<file path="src/rtl/sgbs_pkg.sv">
//------------------------------------------------------------------------------
// sgbs_pkg
// Shared types and constants for the spatial grid bin store.
//------------------------------------------------------------------------------
`default_nettype none
package sgbs_pkg;

  localparam int POS_W  = 24;
  localparam int ID_W   = 16;
  localparam int SCALE_W = 16;
  localparam int OFF_W  = 25;
  localparam int CNT_W  = 3;

  // commands
  localparam logic [1:0] CMD_INSERT = 2'd0;
  localparam logic [1:0] CMD_REMOVE = 2'd1;
  localparam logic [1:0] CMD_QUERY  = 2'd2;

  // status codes
  localparam logic [2:0] ST_OK    = 3'd0;
  localparam logic [2:0] ST_OUT   = 3'd1;
  localparam logic [2:0] ST_FULL  = 3'd2;
  localparam logic [2:0] ST_NOTFD = 3'd3;
  localparam logic [2:0] ST_EMPTY = 3'd4;

  // configuration register indexes
  localparam logic [1:0] REG_ORIGIN_X   = 2'd0;
  localparam logic [1:0] REG_ORIGIN_Y   = 2'd1;
  localparam logic [1:0] REG_CELL_SCALE = 2'd2;

  typedef enum logic [3:0] {
    S_IDLE,
    S_MAP,      // products registered
    S_CHK,      // check bounds, register target cell
    S_CNT,      // count read of target cell
    S_INS,      // insert write or remove start
    S_RM_RD,    // remove: slot read issued
    S_RM_WR,    // remove: compare and compact
    S_RM_END,   // remove: write back count
    S_Q_CELL,   // query: pick neighbour cell
    S_Q_CNT,    // query: count read of neighbour cell
    S_Q_RD,     // query: slot read issued
    S_Q_OUT,    // query: hold handle, emit previous one
    S_Q_END,    // query: final result
    S_RESP      // single result
  } state_t;

  // controller -> datapath
  typedef struct packed {
    logic load;       // capture input item, start map
    logic map_chk;    // register cell coordinates
    logic slot_rd;    // read slot at slot index
    logic ins_wr;     // write id at count, bump count
    logic rm_step;    // compare read slot, maybe copy down
    logic rm_done;    // write back remove count
    logic q_first;    // reset neighbour walk
    logic q_next;     // advance neighbour walk
    logic q_slot_inc; // advance slot within cell
    logic q_hold;     // hold the handle just read
    logic out_set;    // load output register
    logic [2:0] out_status;
    logic out_query;  // output carries the held handle
    logic out_last;
  } ctl_t;

  // datapath -> controller
  typedef struct packed {
    logic [1:0] cmd;
    logic out_of_grid;
    logic full;
    logic cnt_zero;      // current cell count is zero
    logic slot_last;     // slot index is last below count
    logic rm_hit;        // remove found at least one copy
    logic q_valid_cell;  // neighbour inside grid
    logic q_last_cell;   // ninth neighbour
    logic q_any;         // a handle is held
  } sts_t;

endpackage
`default_nettype wire

</file>
<file path="src/rtl/sgbs_ctrl.sv">
//------------------------------------------------------------------------------
// sgbs_ctrl
// Sequencer for insert, remove and neighbourhood query.
//------------------------------------------------------------------------------
`default_nettype none
module sgbs_ctrl import sgbs_pkg::*; (
  input  wire logic clk,
  input  wire logic rst,
  input  wire logic in_fire,
  output logic in_ready,
  output logic out_valid,
  input  wire logic out_ready,
  input  wire sts_t sts,
  output ctl_t ctl
);
  state_t state, state_next;
  logic ov, ov_next;
  logic [2:0] rs_status, rs_status_next;
  logic pend_last, pend_last_next;   // current neighbour is the ninth

  always_ff @(posedge clk) begin
    if (rst) begin
      state <= S_IDLE;
      ov <= 1'b0;
      rs_status <= ST_OK;
      pend_last <= 1'b0;
    end else begin
      state <= state_next;
      ov <= ov_next;
      rs_status <= rs_status_next;
      pend_last <= pend_last_next;
    end
  end

  assign out_valid = ov;
  wire out_free = !ov || out_ready;

  always_comb begin
    state_next = state;
    rs_status_next = rs_status;
    pend_last_next = pend_last;
    ov_next = ov && !out_ready;
    ctl = '0;
    in_ready = (state == S_IDLE) && !rst;
    case (state)
      S_IDLE: begin
        if (in_fire) begin
          ctl.load = 1'b1;
          state_next = S_MAP;
        end
      end
      S_MAP: begin
        // products are registered at the end of this cycle
        if (sts.cmd == CMD_QUERY) begin
          ctl.q_first = 1'b1;
          state_next = S_Q_CELL;
        end else if (sts.cmd == CMD_INSERT || sts.cmd == CMD_REMOVE) begin
          state_next = S_CHK;
        end else begin
          state_next = S_IDLE;
        end
      end
      S_CHK: begin
        ctl.map_chk = 1'b1;
        state_next = S_CNT;
      end
      S_CNT: state_next = S_INS;
      S_INS: begin
        if (sts.out_of_grid) begin
          rs_status_next = ST_OUT;
          state_next = S_RESP;
        end else if (sts.cmd == CMD_INSERT) begin
          if (sts.full) rs_status_next = ST_FULL;
          else begin
            rs_status_next = ST_OK;
            ctl.ins_wr = 1'b1;
          end
          state_next = S_RESP;
        end else if (sts.cnt_zero) begin
          rs_status_next = ST_NOTFD;
          state_next = S_RESP;
        end else begin
          state_next = S_RM_RD;
        end
      end
      S_RM_RD: begin
        ctl.slot_rd = 1'b1;
        state_next = S_RM_WR;
      end
      S_RM_WR: begin
        ctl.rm_step = 1'b1;
        if (sts.slot_last) state_next = S_RM_END;
        else state_next = S_RM_RD;
      end
      S_RM_END: begin
        ctl.rm_done = 1'b1;
        rs_status_next = sts.rm_hit ? ST_OK : ST_NOTFD;
        state_next = S_RESP;
      end
      S_RESP: begin
        if (out_free) begin
          ctl.out_set = 1'b1;
          ctl.out_status = rs_status;
          ctl.out_last = 1'b1;
          ov_next = 1'b1;
          state_next = S_IDLE;
        end
      end
      S_Q_CELL: begin
        ctl.q_next = 1'b1;
        pend_last_next = sts.q_last_cell;
        if (sts.q_valid_cell) state_next = S_Q_CNT;
        else if (sts.q_last_cell) state_next = S_Q_END;
        else state_next = S_Q_CELL;
      end
      S_Q_CNT: state_next = S_Q_RD;
      S_Q_RD: begin
        if (sts.cnt_zero) begin
          state_next = pend_last ? S_Q_END : S_Q_CELL;
        end else begin
          ctl.slot_rd = 1'b1;
          state_next = S_Q_OUT;
        end
      end
      S_Q_OUT: begin
        // the held handle goes out once another one is known to follow
        if (out_free || !sts.q_any) begin
          ctl.q_hold = 1'b1;
          if (sts.q_any) begin
            ctl.out_set = 1'b1;
            ctl.out_status = ST_OK;
            ctl.out_query = 1'b1;
            ov_next = 1'b1;
          end
          if (sts.slot_last) state_next = pend_last ? S_Q_END : S_Q_CELL;
          else begin
            ctl.q_slot_inc = 1'b1;
            state_next = S_Q_RD;
          end
        end
      end
      S_Q_END: begin
        if (out_free) begin
          ctl.out_set = 1'b1;
          ctl.out_query = sts.q_any;
          ctl.out_status = sts.q_any ? ST_OK : ST_EMPTY;
          ctl.out_last = 1'b1;
          ov_next = 1'b1;
          state_next = S_IDLE;
        end
      end
      default: state_next = S_IDLE;
    endcase
  end
endmodule
`default_nettype wire

</file>
<file path="config.mk">
export PLATFORM = sky130hd
export DESIGN_NAME = sgbs_ctrl
export DESIGN_NICKNAME = d
export VERILOG_FILES = /design/src/rtl/sgbs_pkg.sv /design/src/rtl/sgbs_ctrl.sv
export SDC_FILE = /design/constraint.sdc
export NUM_CORES = 1
export LEC_CHECK = 0
export BUFFER_PORTS_ARGS = -buffer_cell sky130_fd_sc_hd__buf_2
export CORE_MARGIN = 5
export CORE_UTILIZATION = 47
export CTS_CLUSTER_SIZE = 8
export DETAILED_ROUTE_END_ITERATION = 8
export GPL_TIMING_DRIVEN = 0
export MAX_ROUTING_LAYER = met4
export PLACE_DENSITY = 0.78
export SLEW_MARGIN = 25
export SYNTH_ARGS = -nofsm -noshare
export SYNTH_HDL_FRONTEND = slang
export SYNTH_SLANG_ARGS = --single-unit
</file>
<file path="constraint.sdc">
create_clock -name clk -period 1.7 [get_ports clk]
set_input_delay 0.34 -clock clk [delete_from_list [all_inputs] [get_ports clk]]
set_output_delay 0.34 -clock clk [all_outputs]
set_load 0.005 [all_outputs]
</file>
==> run metrics <==
grt met2 use 0.296; final setup margin -81.5 ps; DRC violations left 0; Die Wd around 51 um; max_cap viols 0; Clock Sinks 8; Synthesized Nets approximately 120; Yosys Warn Count 0; Worst Hold Path Cells 3; TritonRoute pass-1 iters 4; P_leak between 0.4 and 0.5 nW; root buf cell clkbuf_4; vias in the first global route ~850; TritonCTS buffer count 3; crit path DAT 1440 ps; GR Util All Layers 0.204; switch share 0.416; post-layout util 0.697; mux contribution to synthesized area 0.0502; clock network power share 0.198; total grt overflow 0; CP required 1360 ps; wire length per cell 16.3 um; area leader, netlist dfxtp_1; Final min period roughly 1800 ps; Simple-Gate Fraction of Synth Area 0.427; synth unique cells 36; Setup Skew between 1.5 and 2 ps; most common cell in the netlist nor2_1; first-pass GRT wire length about 4000 um; main combinational cell family by area after synthesis simple AND/OR/NAND/NOR gates; async set-or-reset flop fraction in the synthesized netlist 0; sequential cell fraction of total power 0.302; Std-Cell Rows 14; endpoints failing setup 5; fin. max-slew vios 0; Detailed Route WL around 2600 um; Adder-Cell Fraction of Synth Area 0; Internal Power between 0.4 and 0.5 mW; Psw ~0.34 mW; CP Max Fanout 6; Slew headroom 0.656; Worst Hold Class in2reg; I/O pin total 32; outcome finished with violations; Cells after Synth about 110; GPL Wtd Cong 0.876; met3 GRT Util 0.0378; failing checks setup timing; Vias/cell between 6 and 7; Final #Nets 160; most frequent cells after synthesis nor2_1 (15), nand2b_1 (9), dfxtp_1 (8), nor3_1 (8), a21oi_1 (6); pin count of the biggest net entering global routing 12; Cell Pwr Density 761 mW/mm2; Worst-Margin Slew 516 ps; initial antenna violation count 0; Synth Area in Compound Gates 0.220; setup tns final -196 ps; Gate power share 0.500; clk_lat worst skew ~270 ps; global routing usage on met1 0.280; CTS tree yes; overall power between 0.8 and 0.9 mW; I/O Buffers 31; DIE AREA about 0.0026 mm2; top cells by area, synth dfxtp_1 (20%), nand2b_1 (7.1%), nor2_1 (7.1%), buf_6 (5.7%), mux2i_1 (5.0%); Syn Std Cell Area between 700 and 800 um2; Final ANT Viol Nets 0; Vias ~970; startpoint types flip-flop; CP endpoint kind primary output; # diodes 0; fin crit share 1.05; layout cells sized above 1 0.444; number of synthesized flops with an enable pin 0; Core ar. between 0.0015 and 0.002 mm2; RSZ-0062 raised after global routing true; Syn Area/Cell between 7 and 8 um2; Clock Pin Slew Worst Setup and Hold Paths approximately 60 ps; HPWL Detailed 1760 um; Top Usage Layer GRT met2; Fin. Hold Viols 0; clk buf depth 2; Clock H-tree levels 1; initial core utilization 0.511; FF+latch count, synth 8; sequential fraction of the synthesis area 0.201; height of the chip 51.2 um; drt initial violations 31; reg2reg path depth 5; Post-CTS Hold Fix Bufs 0; xor/xnor share of the synthesized area 0; Setup Crit Path Kind reg2out; area growth from synthesis to layout 36.4%; worst vdd ir about 0.4 mV; ys flop type dfxtp_1; Synth top area share 0.201; Max Fclk ~560 MHz
## critical path, cell delays in order, from the launching register on
cell	delay (ps)
dfxtp_4	370
or4_4	580
nor2_2	100
buf_2	120
## worst paths after layout
path	slack, ps	startpoint	to
worst min register to register	480	pend_last	pend_last
worst max register to register	30	state[2]	state[3]
worst min-delay path	320	sts[1]	pend_last
worst max-delay path	-80	state[2]	in_ready
## metrics by stage
step           setup WS, ps  instance area [um2]  instances  hold WS (ps)
4_1_cts               -62.4                 1030        158           326
5_1_grt                -106                 1090        160           352
3_3_place_gp           13.4                  972        155           467
2_1_floorplan           256                  797        108           452
6_report              -81.5                 1090        160           319
3_5_place_dp           22.3                  972        155           471
## repair_timing
item,in CTS,in global routing
resized for setup,14,15
gates cloned,0,0
hold endpoints to repair,0,0
pin swaps,4,4
setup endpoints to repair,14,12
setup buffers,3,3
## sequential cells by signal, summed over array words and instances (netlist names)
name,count
state,4
rs_status,2
out_valid,1
pend_last,1
## area by class of cell
type                    count  area, um2
fillers                   130        472
clock buffers               3       22.5
plain buffers               7       60.1
inverters                   2       7.51
well taps                  16       20.0
flip-flops and latches      8        175
multi-input cells          87        604
repair buffers             37        198
## cells in the final DEF (no fill, tap or decap), types with 3 or more instances in the layout
| master | count |
|---|---|
| clkbuf_4 | 4 |
| nor3_1 | 8 |
| buf_2 | 31 |
| nor2_1 | 12 |
| dfxtp_1 | 4 |
| a211oi_1 | 4 |
| o21ai_0 | 3 |
| nor2_2 | 4 |
| nand3_1 | 3 |
| a21oi_1 | 6 |
| nand2b_1 | 8 |
| dfxtp_4 | 4 |
| nand2_1 | 5 |
| buf_4 | 6 |
| mux2i_1 | 4 |
## power by group through the flow
| stage | registers [mW] | logic [mW] | clock network (mW) |
|---|---|---|---|
| after floorplan | 0.223 | 0.270 | 0 |
| after global placement | 0.229 | 0.354 | 0 |
| after detailed placement | 0.229 | 0.362 | 0 |
| after CTS | 0.244 | 0.370 | 0.159 |
| after global routing | 0.253 | 0.450 | 0.170 |
| final | 0.250 | 0.414 | 0.164 |
## routing by layer
layer  vias up  part of all wire  wire, um
li1        470                 -         -
met1       432              0.43      1110
met2        66              0.47      1220
met3         6             0.087       226
met4         0             0.018        48
met5         -                 0         0
## cells by family after synthesis
family / count (synthesis)
multiplexers: 4
flip-flops: 8
buffers and inverters: 13
AND/OR/NAND/NOR: 60
AO/OA/AOI/OAI: 23
(Power assumes the default switching activity.)
